**src/blts_pkg.sv**
```systemverilog
// ----------------------------------------------------------------------------
// blts_pkg
// Shared constants and types for the block-linear texel swizzle: register
// indexes, reset values and field widths.
// ----------------------------------------------------------------------------
package blts_pkg;

	localparam int CFG_IDX_BITS  = 3;
	localparam int CFG_DATA_BITS = 32;

	typedef logic [CFG_IDX_BITS-1:0]  cfg_idx_t;
	typedef logic [CFG_DATA_BITS-1:0] cfg_data_t;

	localparam cfg_idx_t REG_IMAGE_WIDTH  = 3'd0;
	localparam cfg_idx_t REG_IMAGE_HEIGHT = 3'd1;
	localparam cfg_idx_t REG_BPT          = 3'd2;
	localparam cfg_idx_t REG_BH_LOG2      = 3'd3;
	localparam cfg_idx_t REG_WIDTH_PAD    = 3'd4;
	localparam cfg_idx_t REG_HEIGHT_PAD   = 3'd5;
	localparam cfg_idx_t REG_TOTAL_BYTES  = 3'd6;

	localparam int SIZE_BITS  = 15;
	localparam int BPT_BITS   = 4;
	localparam int BHL_BITS   = 3;
	localparam int PAD_BITS   = 7;
	localparam int TOTAL_BITS = 32;
	localparam int DIV_BITS   = 16;
	localparam int GOBS_BITS  = 13;
	localparam int TEXEL_BITS = 64;

	localparam logic [SIZE_BITS-1:0]  RST_IMAGE_WIDTH  = 15'd256;
	localparam logic [SIZE_BITS-1:0]  RST_IMAGE_HEIGHT = 15'd256;
	localparam logic [BPT_BITS-1:0]   RST_BPT          = 4'd4;
	localparam logic [BHL_BITS-1:0]   RST_BH_LOG2      = 3'd4;
	localparam logic [PAD_BITS-1:0]   RST_WIDTH_PAD    = 7'd8;
	localparam logic [PAD_BITS-1:0]   RST_HEIGHT_PAD   = 7'd8;
	localparam logic [TOTAL_BITS-1:0] RST_TOTAL_BYTES  = 32'd262144;
	localparam logic [GOBS_BITS-1:0]  RST_GOBS_WIDE    = 13'd16;

	localparam logic [SIZE_BITS-1:0]  SIZE_MAX = 15'd32767;

endpackage

```
**src/blts_if.sv**
```systemverilog
// ----------------------------------------------------------------------------
// blts channel interfaces
// Valid/ready channels for texels in, addressed texels out and register
// writes.
// ----------------------------------------------------------------------------
interface blts_in_if #(parameter int COORD_BITS = 14);
	logic                  valid;
	logic                  ready;
	logic [COORD_BITS-1:0] col;
	logic [COORD_BITS-1:0] row;
	logic [63:0]           texel_data;

	modport source (output valid, col, row, texel_data, input ready);
	modport sink   (input valid, col, row, texel_data, output ready);
endinterface

interface blts_out_if #(parameter int ADDR_BITS = 36);
	logic                 valid;
	logic                 ready;
	logic [ADDR_BITS-1:0] dest_address;
	logic [63:0]          texel_out;
	logic                 write_enable;

	modport source (output valid, dest_address, texel_out, write_enable, input ready);
	modport sink   (input valid, dest_address, texel_out, write_enable, output ready);
endinterface

interface blts_cfg_if;
	logic                valid;
	logic                ready;
	blts_pkg::cfg_idx_t  idx;
	blts_pkg::cfg_data_t data;

	modport source (output valid, idx, data, input ready);
	modport sink   (input valid, idx, data, output ready);
endinterface

```
**src/block_linear_texture_swizzle.sv**
```systemverilog
// ----------------------------------------------------------------------------
// block_linear_texture_swizzle
// Byte address generator for a block-linear GOB surface, with bounds check.
// ----------------------------------------------------------------------------
// Each texel word gives its byte address in a surface of 64-byte by 8-row
// GOBs stacked 2^block_height_log2 high, its data unchanged and a write
// enable. The four-stage pipeline takes one texel per cycle when the output
// is ready and no configuration sequence is busy; stages advance
// independently, so bubbles close up under an output stall. Any register
// write starts a sequence (one load, two 16-step restoring dividers for
// width and height side by side, one multiply for the padded sizes, one for
// the GOB row width) during which neither channel is ready.
module block_linear_texture_swizzle #(
	parameter int COORD_BITS = 14,
	parameter int ADDR_BITS  = 36
) (
	input  logic        clk,
	input  logic        arst_n,
	blts_in_if.sink     pix_in,
	blts_out_if.source  pix_out,
	blts_cfg_if.sink    cfg
);
	import blts_pkg::*;

	localparam int XW   = COORD_BITS + BPT_BITS;
	localparam int BW   = COORD_BITS + GOBS_BITS;
	localparam int RPW  = COORD_BITS + SIZE_BITS;
	localparam int LW   = COORD_BITS + 16;
	localparam int LPW  = LW + BPT_BITS;
	localparam int CXW  = (COORD_BITS >= SIZE_BITS) ? COORD_BITS + 1 : SIZE_BITS;
	localparam int CW   = COORD_BITS + 25;
	localparam int AW   = (ADDR_BITS > CW) ? ADDR_BITS : CW;
	localparam int PVW  = DIV_BITS + PAD_BITS;
	localparam int GPW  = SIZE_BITS + BPT_BITS + 1;

	localparam logic [2:0] SEQ_IDLE = 3'd0;
	localparam logic [2:0] SEQ_LOAD = 3'd1;
	localparam logic [2:0] SEQ_DIV  = 3'd2;
	localparam logic [2:0] SEQ_PAD  = 3'd3;
	localparam logic [2:0] SEQ_GOBS = 3'd4;

	logic [SIZE_BITS-1:0]  iw_q, ih_q, pw_q, ph_q;
	logic [BPT_BITS-1:0]   bpt_q;
	logic [BHL_BITS-1:0]   bhl_q;
	logic [PAD_BITS-1:0]   wpad_q, hpad_q;
	logic [TOTAL_BITS-1:0] tot_q;
	logic [GOBS_BITS-1:0]  gobs_q;

	logic [2:0]            seq_q;
	logic [3:0]            cnt_q;
	logic [DIV_BITS-1:0]   nw_q, nh_q;
	logic [PAD_BITS:0]     rw_q, rh_q;

	logic                  busy, cfg_acc, cfg_hit;
	logic [PAD_BITS-1:0]   mw, mh;
	logic [PAD_BITS:0]     rw_sh, rh_sh;
	logic                  qw_bit, qh_bit;
	logic [PVW-1:0]        pvw, pvh;
	logic [GPW-1:0]        gprod;

	assign busy    = (seq_q != SEQ_IDLE);
	assign cfg_acc = cfg.valid && cfg.ready;
	assign cfg.ready = !busy;
	assign cfg_hit = (cfg.idx <= REG_TOTAL_BYTES);

	assign mw = (wpad_q == '0) ? PAD_BITS'(1) : wpad_q;
	assign mh = (hpad_q == '0) ? PAD_BITS'(1) : hpad_q;

	always_comb begin
		rw_sh  = {rw_q[PAD_BITS-1:0], nw_q[DIV_BITS-1]};
		rh_sh  = {rh_q[PAD_BITS-1:0], nh_q[DIV_BITS-1]};
		qw_bit = (rw_sh >= {1'b0, mw});
		qh_bit = (rh_sh >= {1'b0, mh});
		pvw    = PVW'(nw_q) * PVW'(mw);
		pvh    = PVW'(nh_q) * PVW'(mh);
		gprod  = GPW'(pw_q) * GPW'(bpt_q) + GPW'(63);
	end

	always_ff @(posedge clk or negedge arst_n) begin
		if (!arst_n) begin
			iw_q   <= RST_IMAGE_WIDTH;
			ih_q   <= RST_IMAGE_HEIGHT;
			bpt_q  <= RST_BPT;
			bhl_q  <= RST_BH_LOG2;
			wpad_q <= RST_WIDTH_PAD;
			hpad_q <= RST_HEIGHT_PAD;
			tot_q  <= RST_TOTAL_BYTES;
		end else if (cfg_acc) begin
			unique case (cfg.idx)
				REG_IMAGE_WIDTH:  iw_q   <= cfg.data[SIZE_BITS-1:0];
				REG_IMAGE_HEIGHT: ih_q   <= cfg.data[SIZE_BITS-1:0];
				REG_BPT:          bpt_q  <= cfg.data[BPT_BITS-1:0];
				REG_BH_LOG2:      bhl_q  <= cfg.data[BHL_BITS-1:0];
				REG_WIDTH_PAD:    wpad_q <= cfg.data[PAD_BITS-1:0];
				REG_HEIGHT_PAD:   hpad_q <= cfg.data[PAD_BITS-1:0];
				REG_TOTAL_BYTES:  tot_q  <= cfg.data[TOTAL_BITS-1:0];
				default: ;
			endcase
		end
	end

	always_ff @(posedge clk or negedge arst_n) begin
		if (!arst_n) begin
			seq_q  <= SEQ_IDLE;
			cnt_q  <= '0;
			pw_q   <= RST_IMAGE_WIDTH;
			ph_q   <= RST_IMAGE_HEIGHT;
			gobs_q <= RST_GOBS_WIDE;
		end else begin
			unique case (seq_q)
				SEQ_IDLE: begin
					if (cfg_acc && cfg_hit) seq_q <= SEQ_LOAD;
				end
				SEQ_LOAD: begin
					cnt_q <= '0;
					seq_q <= SEQ_DIV;
				end
				SEQ_DIV: begin
					cnt_q <= cnt_q + 4'd1;
					if (cnt_q == 4'd15) seq_q <= SEQ_PAD;
				end
				SEQ_PAD: begin
					pw_q  <= (pvw > PVW'(SIZE_MAX)) ? SIZE_MAX : pvw[SIZE_BITS-1:0];
					ph_q  <= (pvh > PVW'(SIZE_MAX)) ? SIZE_MAX : pvh[SIZE_BITS-1:0];
					seq_q <= SEQ_GOBS;
				end
				SEQ_GOBS: begin
					gobs_q <= gprod[GOBS_BITS+5:6];
					seq_q  <= SEQ_IDLE;
				end
				default: seq_q <= SEQ_IDLE;
			endcase
		end
	end

	// dividend shifts left, quotient bits shift in behind it
	always_ff @(posedge clk) begin
		if (seq_q == SEQ_LOAD) begin
			nw_q <= DIV_BITS'(iw_q) + DIV_BITS'(mw) - DIV_BITS'(1);
			nh_q <= DIV_BITS'(ih_q) + DIV_BITS'(mh) - DIV_BITS'(1);
			rw_q <= '0;
			rh_q <= '0;
		end else if (seq_q == SEQ_DIV) begin
			nw_q <= {nw_q[DIV_BITS-2:0], qw_bit};
			nh_q <= {nh_q[DIV_BITS-2:0], qh_bit};
			rw_q <= qw_bit ? (rw_sh - {1'b0, mw}) : rw_sh;
			rh_q <= qh_bit ? (rh_sh - {1'b0, mh}) : rh_sh;
		end
	end

	logic v_s1, v_s2, v_s3, v_s4;
	logic en1, en2, en3, en4;

	assign en4 = !v_s4 || pix_out.ready;
	assign en3 = !v_s3 || en4;
	assign en2 = !v_s2 || en3;
	assign en1 = !v_s1 || en2;
	assign pix_in.ready = en1 && !busy;

	always_ff @(posedge clk or negedge arst_n) begin
		if (!arst_n) begin
			v_s1 <= 1'b0;
			v_s2 <= 1'b0;
			v_s3 <= 1'b0;
			v_s4 <= 1'b0;
		end else begin
			if (en1) v_s1 <= pix_in.valid && pix_in.ready;
			if (en2) v_s2 <= v_s1;
			if (en3) v_s3 <= v_s2;
			if (en4) v_s4 <= v_s3;
		end
	end

	// stage 1: products
	logic [COORD_BITS-1:0] block_row_c, row_g_c, gmask_c;
	logic [XW-1:0]         xb_c;
	logic [BW-1:0]         bprod_c;
	logic [RPW-1:0]        rowpw_c;

	logic [63:0]           data_s1, data_s2, data_s3, data_s4;
	logic [COORD_BITS-1:0] col_s1;
	logic [2:0]            row_lo_s1;
	logic [PAD_BITS-1:0]   gib_s1;
	logic [XW-1:0]         xb_s1;
	logic [BW-1:0]         bprod_s1;
	logic [RPW-1:0]        rowpw_s1;
	logic                  inb_s1, inb_s2, inb_s3;

	always_comb begin
		block_row_c = pix_in.row >> ({1'b0, bhl_q} + 4'd3);
		row_g_c     = pix_in.row >> 3;
		gmask_c     = COORD_BITS'((8'd1 << bhl_q) - 8'd1);
		xb_c        = XW'(pix_in.col) * XW'(bpt_q);
		bprod_c     = BW'(block_row_c) * BW'(gobs_q);
		rowpw_c     = RPW'(pix_in.row) * RPW'(pw_q);
	end

	always_ff @(posedge clk) begin
		if (en1) begin
			data_s1   <= pix_in.texel_data;
			col_s1    <= pix_in.col;
			row_lo_s1 <= pix_in.row[2:0];
			gib_s1    <= PAD_BITS'(row_g_c & gmask_c);
			xb_s1     <= xb_c;
			bprod_s1  <= bprod_c;
			rowpw_s1  <= rowpw_c;
			inb_s1    <= (CXW'(pix_in.col) < CXW'(pw_q))
			          && (CXW'(pix_in.row) < CXW'(ph_q));
		end
	end

	// stage 2: address and linear sums
	logic [4:0]    sh_c;
	logic [AW-1:0] addr_c, addr_s2, addr_s3, addr_s4;
	logic [LW-1:0] lin_c, lin_s2;

	always_comb begin
		sh_c   = {2'b00, bhl_q} + 5'd9;
		addr_c = (AW'(bprod_s1) << sh_c)
		       + (AW'(xb_s1 >> 6) << sh_c)
		       + AW'({gib_s1, xb_s1[5], row_lo_s1[2:1], xb_s1[4], row_lo_s1[0], xb_s1[3:0]});
		lin_c  = LW'(rowpw_s1) + LW'(col_s1) + LW'(1);
	end

	always_ff @(posedge clk) begin
		if (en2) begin
			data_s2 <= data_s1;
			inb_s2  <= inb_s1;
			addr_s2 <= addr_c;
			lin_s2  <= lin_c;
		end
	end

	// stage 3: linear byte end and address range
	logic [LPW-1:0] linear_s3;
	logic           aok_s3;

	always_ff @(posedge clk) begin
		if (en3) begin
			data_s3   <= data_s2;
			inb_s3    <= inb_s2;
			addr_s3   <= addr_s2;
			linear_s3 <= LPW'(lin_s2) * LPW'(bpt_q);
			aok_s3    <= (addr_s2 + AW'(bpt_q)) <= AW'(tot_q);
		end
	end

	// stage 4: output word
	logic we_s4;

	always_ff @(posedge clk) begin
		if (en4) begin
			data_s4 <= data_s3;
			addr_s4 <= addr_s3;
			we_s4   <= inb_s3 && aok_s3 && (AW'(linear_s3) <= AW'(tot_q));
		end
	end

	assign pix_out.valid        = v_s4;
	assign pix_out.dest_address = addr_s4[ADDR_BITS-1:0];
	assign pix_out.texel_out    = data_s4;
	assign pix_out.write_enable = we_s4;

endmodule
```
**src/flat_wrapper.sv**
```systemverilog
// flat-port wrapper written by rule: the top's interface ports become plain ports
module block_linear_texture_swizzle_flat import blts_pkg::*;
#(
	parameter int COORD_BITS = 14,
	parameter int ADDR_BITS  = 36
)
  (clk, arst_n, pix_in_valid, pix_in_col, pix_in_row, pix_in_texel_data, pix_in_ready, pix_out_valid, pix_out_dest_address, pix_out_texel_out, pix_out_write_enable, pix_out_ready, cfg_valid, cfg_idx, cfg_data, cfg_ready);
  blts_in_if #(.COORD_BITS(COORD_BITS)) pix_in_i ();
  blts_out_if #(.ADDR_BITS(ADDR_BITS)) pix_out_i ();
  blts_cfg_if cfg_i ();
  input  logic clk;
  input  logic arst_n;
  input wire logic [$bits(pix_in_i.valid)-1:0] pix_in_valid;
  input wire logic [$bits(pix_in_i.col)-1:0] pix_in_col;
  input wire logic [$bits(pix_in_i.row)-1:0] pix_in_row;
  input wire logic [$bits(pix_in_i.texel_data)-1:0] pix_in_texel_data;
  output wire logic [$bits(pix_in_i.ready)-1:0] pix_in_ready;
  output wire logic [$bits(pix_out_i.valid)-1:0] pix_out_valid;
  output wire logic [$bits(pix_out_i.dest_address)-1:0] pix_out_dest_address;
  output wire logic [$bits(pix_out_i.texel_out)-1:0] pix_out_texel_out;
  output wire logic [$bits(pix_out_i.write_enable)-1:0] pix_out_write_enable;
  input wire logic [$bits(pix_out_i.ready)-1:0] pix_out_ready;
  input wire logic [$bits(cfg_i.valid)-1:0] cfg_valid;
  input wire logic [$bits(cfg_i.idx)-1:0] cfg_idx;
  input wire logic [$bits(cfg_i.data)-1:0] cfg_data;
  output wire logic [$bits(cfg_i.ready)-1:0] cfg_ready;
  assign pix_in_i.valid = pix_in_valid;
  assign pix_in_i.col = pix_in_col;
  assign pix_in_i.row = pix_in_row;
  assign pix_in_i.texel_data = pix_in_texel_data;
  assign pix_in_ready = pix_in_i.ready;
  assign pix_out_valid = pix_out_i.valid;
  assign pix_out_dest_address = pix_out_i.dest_address;
  assign pix_out_texel_out = pix_out_i.texel_out;
  assign pix_out_write_enable = pix_out_i.write_enable;
  assign pix_out_i.ready = pix_out_ready;
  assign cfg_i.valid = cfg_valid;
  assign cfg_i.idx = cfg_idx;
  assign cfg_i.data = cfg_data;
  assign cfg_ready = cfg_i.ready;
  block_linear_texture_swizzle #(.COORD_BITS(COORD_BITS), .ADDR_BITS(ADDR_BITS)) u_core (.clk(clk), .arst_n(arst_n), .pix_in(pix_in_i), .pix_out(pix_out_i), .cfg(cfg_i));
endmodule
```
**config.mk**
```make
export PLATFORM = sky130hd
export DESIGN_NAME = block_linear_texture_swizzle_flat
export DESIGN_NICKNAME = d
export VERILOG_FILES = /design/src/blts_pkg.sv /design/src/blts_if.sv /design/src/block_linear_texture_swizzle.sv /design/src/flat_wrapper.sv
export SDC_FILE = /design/constraint.sdc
export NUM_CORES = 2
export LEC_CHECK = 0
export BUFFER_PORTS_ARGS = -buffer_cell sky130_fd_sc_hd__buf_2
export CORE_ASPECT_RATIO = 0.5
export CORE_MARGIN = 8
export CORE_UTILIZATION = 58
export CTS_BUF_LIST = sky130_fd_sc_hd__clkbuf_16
export DETAILED_ROUTE_END_ITERATION = 6
export PLACE_DENSITY = 0.79
export SLEW_MARGIN = 20
export SYNTH_ARGS = -nofsm -noshare
export SYNTH_HDL_FRONTEND = slang
export SYNTH_SLANG_ARGS = --single-unit
```
**constraint.sdc**
```tcl
create_clock -name clk -period 8.35 [get_ports clk]
set_input_delay 0.835 -clock clk [delete_from_list [all_inputs] [get_ports clk]]
set_output_delay 0.835 -clock clk [all_outputs]
set_load 0.01 [all_outputs]
```
* Word level (Yosys, flattened, before mapping)
Cells that the tools add are included.
Storage, ports and cells: register bits after elaboration 717, input port bits 132
Cells by class: add/subtract/negate cells 16, multipliers 7, $lt $le $gt $ge 9, equal/unequal tests 13, shift operators 4, muxes and demuxes 14, bitwise logic cells 1, reduce and logical (&&, ||, !) cells 30
Operator list (number):
- 16-bit two-way mux | 4
- 23-bit by 15-bit > comparator with 1-bit output, second input constant | 2
- 16-bit by 7-bit multiplier with 23-bit output | 2
- 39-bit by 16-bit adder with 39-bit output | 1
- 39-bit adder | 1
- 39-bit by 4-bit adder with 39-bit output | 1
- 39-bit by 32-bit <= comparator with 1-bit output | 1
- 12-bit by 5-bit left shift with 39-bit output | 1
- 27-bit by 5-bit left shift with 39-bit output | 1
- 34-bit by 32-bit <= comparator with 1-bit output | 1
- 30-bit by 4-bit multiplier with 34-bit output | 1
- 15-bit by 7-bit adder with 16-bit output | 2
- 16-bit by 1-bit subtractor with 16-bit output, second input constant | 2
- 29-bit by 14-bit adder with 30-bit output | 1
- 30-bit by 1-bit adder with 30-bit output, second input constant | 1
- 14-bit by 15-bit < comparator with 1-bit output | 2
- 15-bit two-way mux | 2
- 14-bit by 15-bit multiplier with 29-bit output | 1
- 7-bit two-way mux | 4
- 14-bit by 13-bit multiplier with 27-bit output | 1
- 19-bit by 6-bit adder with 19-bit output, second input constant | 1
- 15-bit by 4-bit multiplier with 19-bit output | 1
- 14-bit by 4-bit multiplier with 18-bit output | 1
- 8-bit by 7-bit greater-or-equal comparator with 1-bit output | 2
- other kinds (25) | 57

* Depth between registers and ports, before layout
depth in word-level cells 7, gate-level depth with buffers 30

* Worst setup path after synthesis
OpenSTA, ideal clock, no wires.
path type input to output, start in pix_out_ready, end out pix_in_ready, data arrival time 7.394 ns, slack 0.121 ns, stages 3, buffers on the path 0, path through nor2b_1 > nand4_1 > and2_1
Between the ends: longest elaborated chain between the ends 5
RTL lines:
- start: declaration | RTL line flat_wrapper.sv:22 | input wire logic [$bits(pix_out_i.ready)-1:0] pix_out_ready;
- 1-bit logical OR | RTL line block_linear_texture_swizzle.sv:154 | assign en4 = !v_s4 || pix_out.ready;
- 1-bit logical OR | RTL line block_linear_texture_swizzle.sv:155 | assign en3 = !v_s3 || en4;
- 1-bit logical OR | RTL line block_linear_texture_swizzle.sv:156 | assign en2 = !v_s2 || en3;
- 1-bit logical OR | RTL line block_linear_texture_swizzle.sv:157 | assign en1 = !v_s1 || en2;
- 1-bit logical AND | RTL line block_linear_texture_swizzle.sv:158 | assign pix_in.ready = en1 && !busy;
- end: declaration | RTL line flat_wrapper.sv:17 | output wire logic [$bits(pix_in_i.ready)-1:0] pix_in_ready;
No other way between the ends.

* Final worst setup path
start reg u_core.bhl_q[1], end reg u_core.bprod_s1[25] (data pin)
Between the ends: longest elaborated chain between the ends 3
RTL lines:
- start: declaration | RTL line block_linear_texture_swizzle.sv:44 | logic [BHL_BITS-1:0] bhl_q;
- start signal: assignment | RTL line block_linear_texture_swizzle.sv:93 | REG_BH_LOG2: bhl_q <= cfg.data[BHL_BITS-1:0];
- 3-bit by 2-bit adder with 4-bit output | RTL line block_linear_texture_swizzle.sv:190 | block_row_c = pix_in.row >> ({1'b0, bhl_q} + 4'd3);
- 14-bit by 4-bit right shift with 14-bit output | RTL line block_linear_texture_swizzle.sv:190
- 14-bit by 13-bit multiplier with 27-bit output | RTL line block_linear_texture_swizzle.sv:194 | bprod_c = BW'(block_row_c) * BW'(gobs_q);
- named net u_core.bprod_c[25] | RTL line block_linear_texture_swizzle.sv:177 | logic [BW-1:0] bprod_c;
- end signal: assignment | RTL line block_linear_texture_swizzle.sv:205 | bprod_s1 <= bprod_c;
- end: declaration | RTL line block_linear_texture_swizzle.sv:185 | logic [BW-1:0] bprod_s1;
The timed path passes the listed nets, and every way through them passes these cells. A chain may end at the register's enable or synchronous reset.

==> metrics.cfg <==
[setup_path]
worstPathCellList=inv_1 -> nand3_1 -> o21ai_0 -> buf_4 -> nand2_1 -> nand2_1 -> buf_4 -> nand2_1 -> fa_1 -> fa_1 -> inv_1 -> ha_1 -> fa_1 -> fa_1 -> ha_1 -> a211o_1 -> nor2_1 -> o21ai_0 -> a2111oi_0 -> o311ai_0 -> a31oi_1 -> o21bai_1 -> a21oi_1 -> o21ai_0
crit_top_cell=fa_1
crit_arrival_ns=7.87
start_kind=flip-flop
crit_family=adder cells
end_kind=flip-flop
crit_fanout=18
critPathBufInv=4
cp_slowest_stage_delay_ns=0.82
critPathRequiredTime_ns=8.77
cp_slowest_cell=dfrtp_1
crit_type=flip-flop to flip-flop

[placement]
io_buffers=235
dp_hpwl_um=119000
gp_congestion=0.973
dpl_cell_area_um2=62300

[global_routing]
antenna_found_initial=20
first_global_vias=44682
track_usage=0.268
grt_pass1_wl_um=245000
grt-ovfl-total=0
grt_max_degree=164

[floorplanning]
fp.dieArea_um2=114000
start_util=0.583
core-area_um2=102000
fp-row-count=83
fp.dieW_um=470
io-pin-count=236
die_height_um=243

[layout]
layout_common_cells=803 x inv_1, 741 x nand2_1, 576 x ha_1
syn_to_final_growth_pct=8.34
fin_area_um2=64700
layout_commonest_cell=inv_1
layout.nets=7162
drive_above_1_share=0.0930
final_util=0.632

[clock_tree]
cts_tree=built
cts_resized=0
numClockSinks=716
cts_made_buffers=70
worstSkewPairLatency_ns=0.69
cts_max_path_buffers=3
root_buffer=clkbuf_16
path_clk_slew_ns=0.08
cts_htree_levels=3
postCtsSetupRepairBufs=0
ctsHoldBuffers=0

[synthesis]
synth.distinct_cells=96
syn_area_per_cell_um2=10.4
synth.area.top_cells=edfxtp_1 28%, fa_1 17%, ha_1 12%, dfrtp_1 5.3%, inv_1 5.0%
synth-main-ff-cell=edfxtp_1
ys_seq_elements=716
synth_edf_count=565
synth.largest_area_cell=edfxtp_1
synth.top_cell.area_share=0.284
ys_async_sr_fraction=0.191
yosysWarningCount=0
yosysSeqAreaShare=0.346
syn_nets=6998
synthCells=5768
synth_area_um2=59700

[detailed_routing]
wl_um=153000
ant_nets=0
vias=42947
remaining_drc_errors=0
drtPass1Iterations=6
drtIter0Drc=3673
via_per_inst=5.84
routedWlPerCell_um=20.8

[sta]
slew_headroom=0.177
slew_violations=0
fmax_mhz=134
final.setup_skew_ns=0.0372
grt_setup_unrepaired=false
period_share=0.893
fin_tns_setup_ns=0
setup_viol=0
fin_crit_ns=7.45
hold_viol=0
worst_pin_slew_ns=1.23

[worst_hold_path]
worstHoldPathType=input pin to async pin

[flow_run]
maxCapViolCount=0

[run_status]
status=completed

[cell type report]
| class | count | area (µm²) |
|---|---|---|
| fill | 8101 | 37700 |
| multi-input combinational | 4057 | 35300 |
| timing repair buffer | 295 | 1650 |
| sequential | 716 | 20700 |
| inverter | 792 | 2980 |
| clock inverter | 51 | 418 |
| antenna | 9 | 22.5 |
| clock buffer | 77 | 1930 |
| tap | 1360 | 1700 |
[routing by layer]
metal	vias up	track usage	routed length [µm]
met3	344	0.0526	12200
met4	4	0.102	6150
li1	19711	-	-
met1	21333	0.359	64400
met5	-	0	27
met2	1555	0.434	70600
[sequential cells by signal, indices dropped and copies added (netlist names), 15 cells and up]
signal                    count
u_core.tot_q                 32
u_core.linear_s3             34
u_core.addr_s3               36
u_core.ph_q                  15
u_core.rowpw_s1              29
u_core.ih_q                  15
u_core.pw_q                  15
u_core.lin_s2                30
u_core.data_s2               64
u_core.addr_s2               39
u_core.xb_s1                 18
u_core.pix_out.texel_out     64
u_core.nh_q                  16
u_core.nw_q                  16
u_core.data_s1               64
u_core.iw_q                  15
u_core.bprod_s1              26
u_core.addr_s4               36
u_core.data_s3               64
[worst register-to-register path, stage by stage (launching register included)]
cell,delay [ns]
dfrtp_1,0.82
inv_1,0.32
nand3_1,0.17
o21ai_0,0.09
buf_4,0.17
nand2_1,0.06
nand2_1,0.21
buf_4,0.26
nand2_1,0.10
fa_1,0.42
fa_1,0.52
inv_1,0.05
ha_1,0.32
fa_1,0.51
fa_1,0.48
ha_1,0.35
a211o_1,0.30
nor2_1,0.09
o21ai_0,0.13
a2111oi_0,0.62
o311ai_0,0.38
a31oi_1,0.37
o21bai_1,0.10
a21oi_1,0.22
o21ai_0,0.13
[cell families (layout without fill, tap and decap cells)]
kind of cell,count (synthesis),in the layout,share of synthesized area
flip-flops,716,716,0.346
multiplexers,130,130,0.0277
AO/OA/AOI/OAI,899,899,0.0973
buffers and inverters,995,1215,0.0630
XOR/XNOR,223,223,0.0327
AND/OR/NAND/NOR,1707,1707,0.138
other,0,9,0
adder cells (fa/ha/maj),1098,1098,0.295
[per-stage QoR]
step	hold WS [ns]	setup slack, ns	std cells
floorplan	0.400	0.121	5768
global placement	0.400	0.816	7220
detailed placement	0.405	0.650	7220
CTS	0.123	0.994	7348
global route	0.149	0.339	7357
finish	0.136	0.896	7357
[Yosys cell counts (67+ instances only)]
master,number
xnor2_1,162
fa_1,521
nor2_1,223
clkbuf_1,180
inv_1,790
a21oi_1,243
dfrtp_1,127
a21o_1,113
and2_1,362
ha_1,577
nand2_1,742
nand3_1,67
o21ai_0,234
edfxtp_1,565
[worst paths after layout]
kind,from,to,slack (ns),cells after the start
setup / recovery,u_core.bhl_q[1],u_core.bprod_s1[25],0.90,24
hold / removal,arst_n,u_core.gobs_q[7],0.14,1
setup reg to reg,u_core.bhl_q[1],u_core.bprod_s1[25],0.90,24
hold reg to reg,u_core.data_s1[42],u_core.data_s2[42],0.41,0
max in group asynchronous,arst_n,u_core.bpt_q[1],6.85,2
min in group clk,pix_in_texel_data[37],u_core.data_s1[37],0.34,1
Power is not shown: default switching activity piles up to over one toggle a cycle in this logic, so the estimate is an artifact.
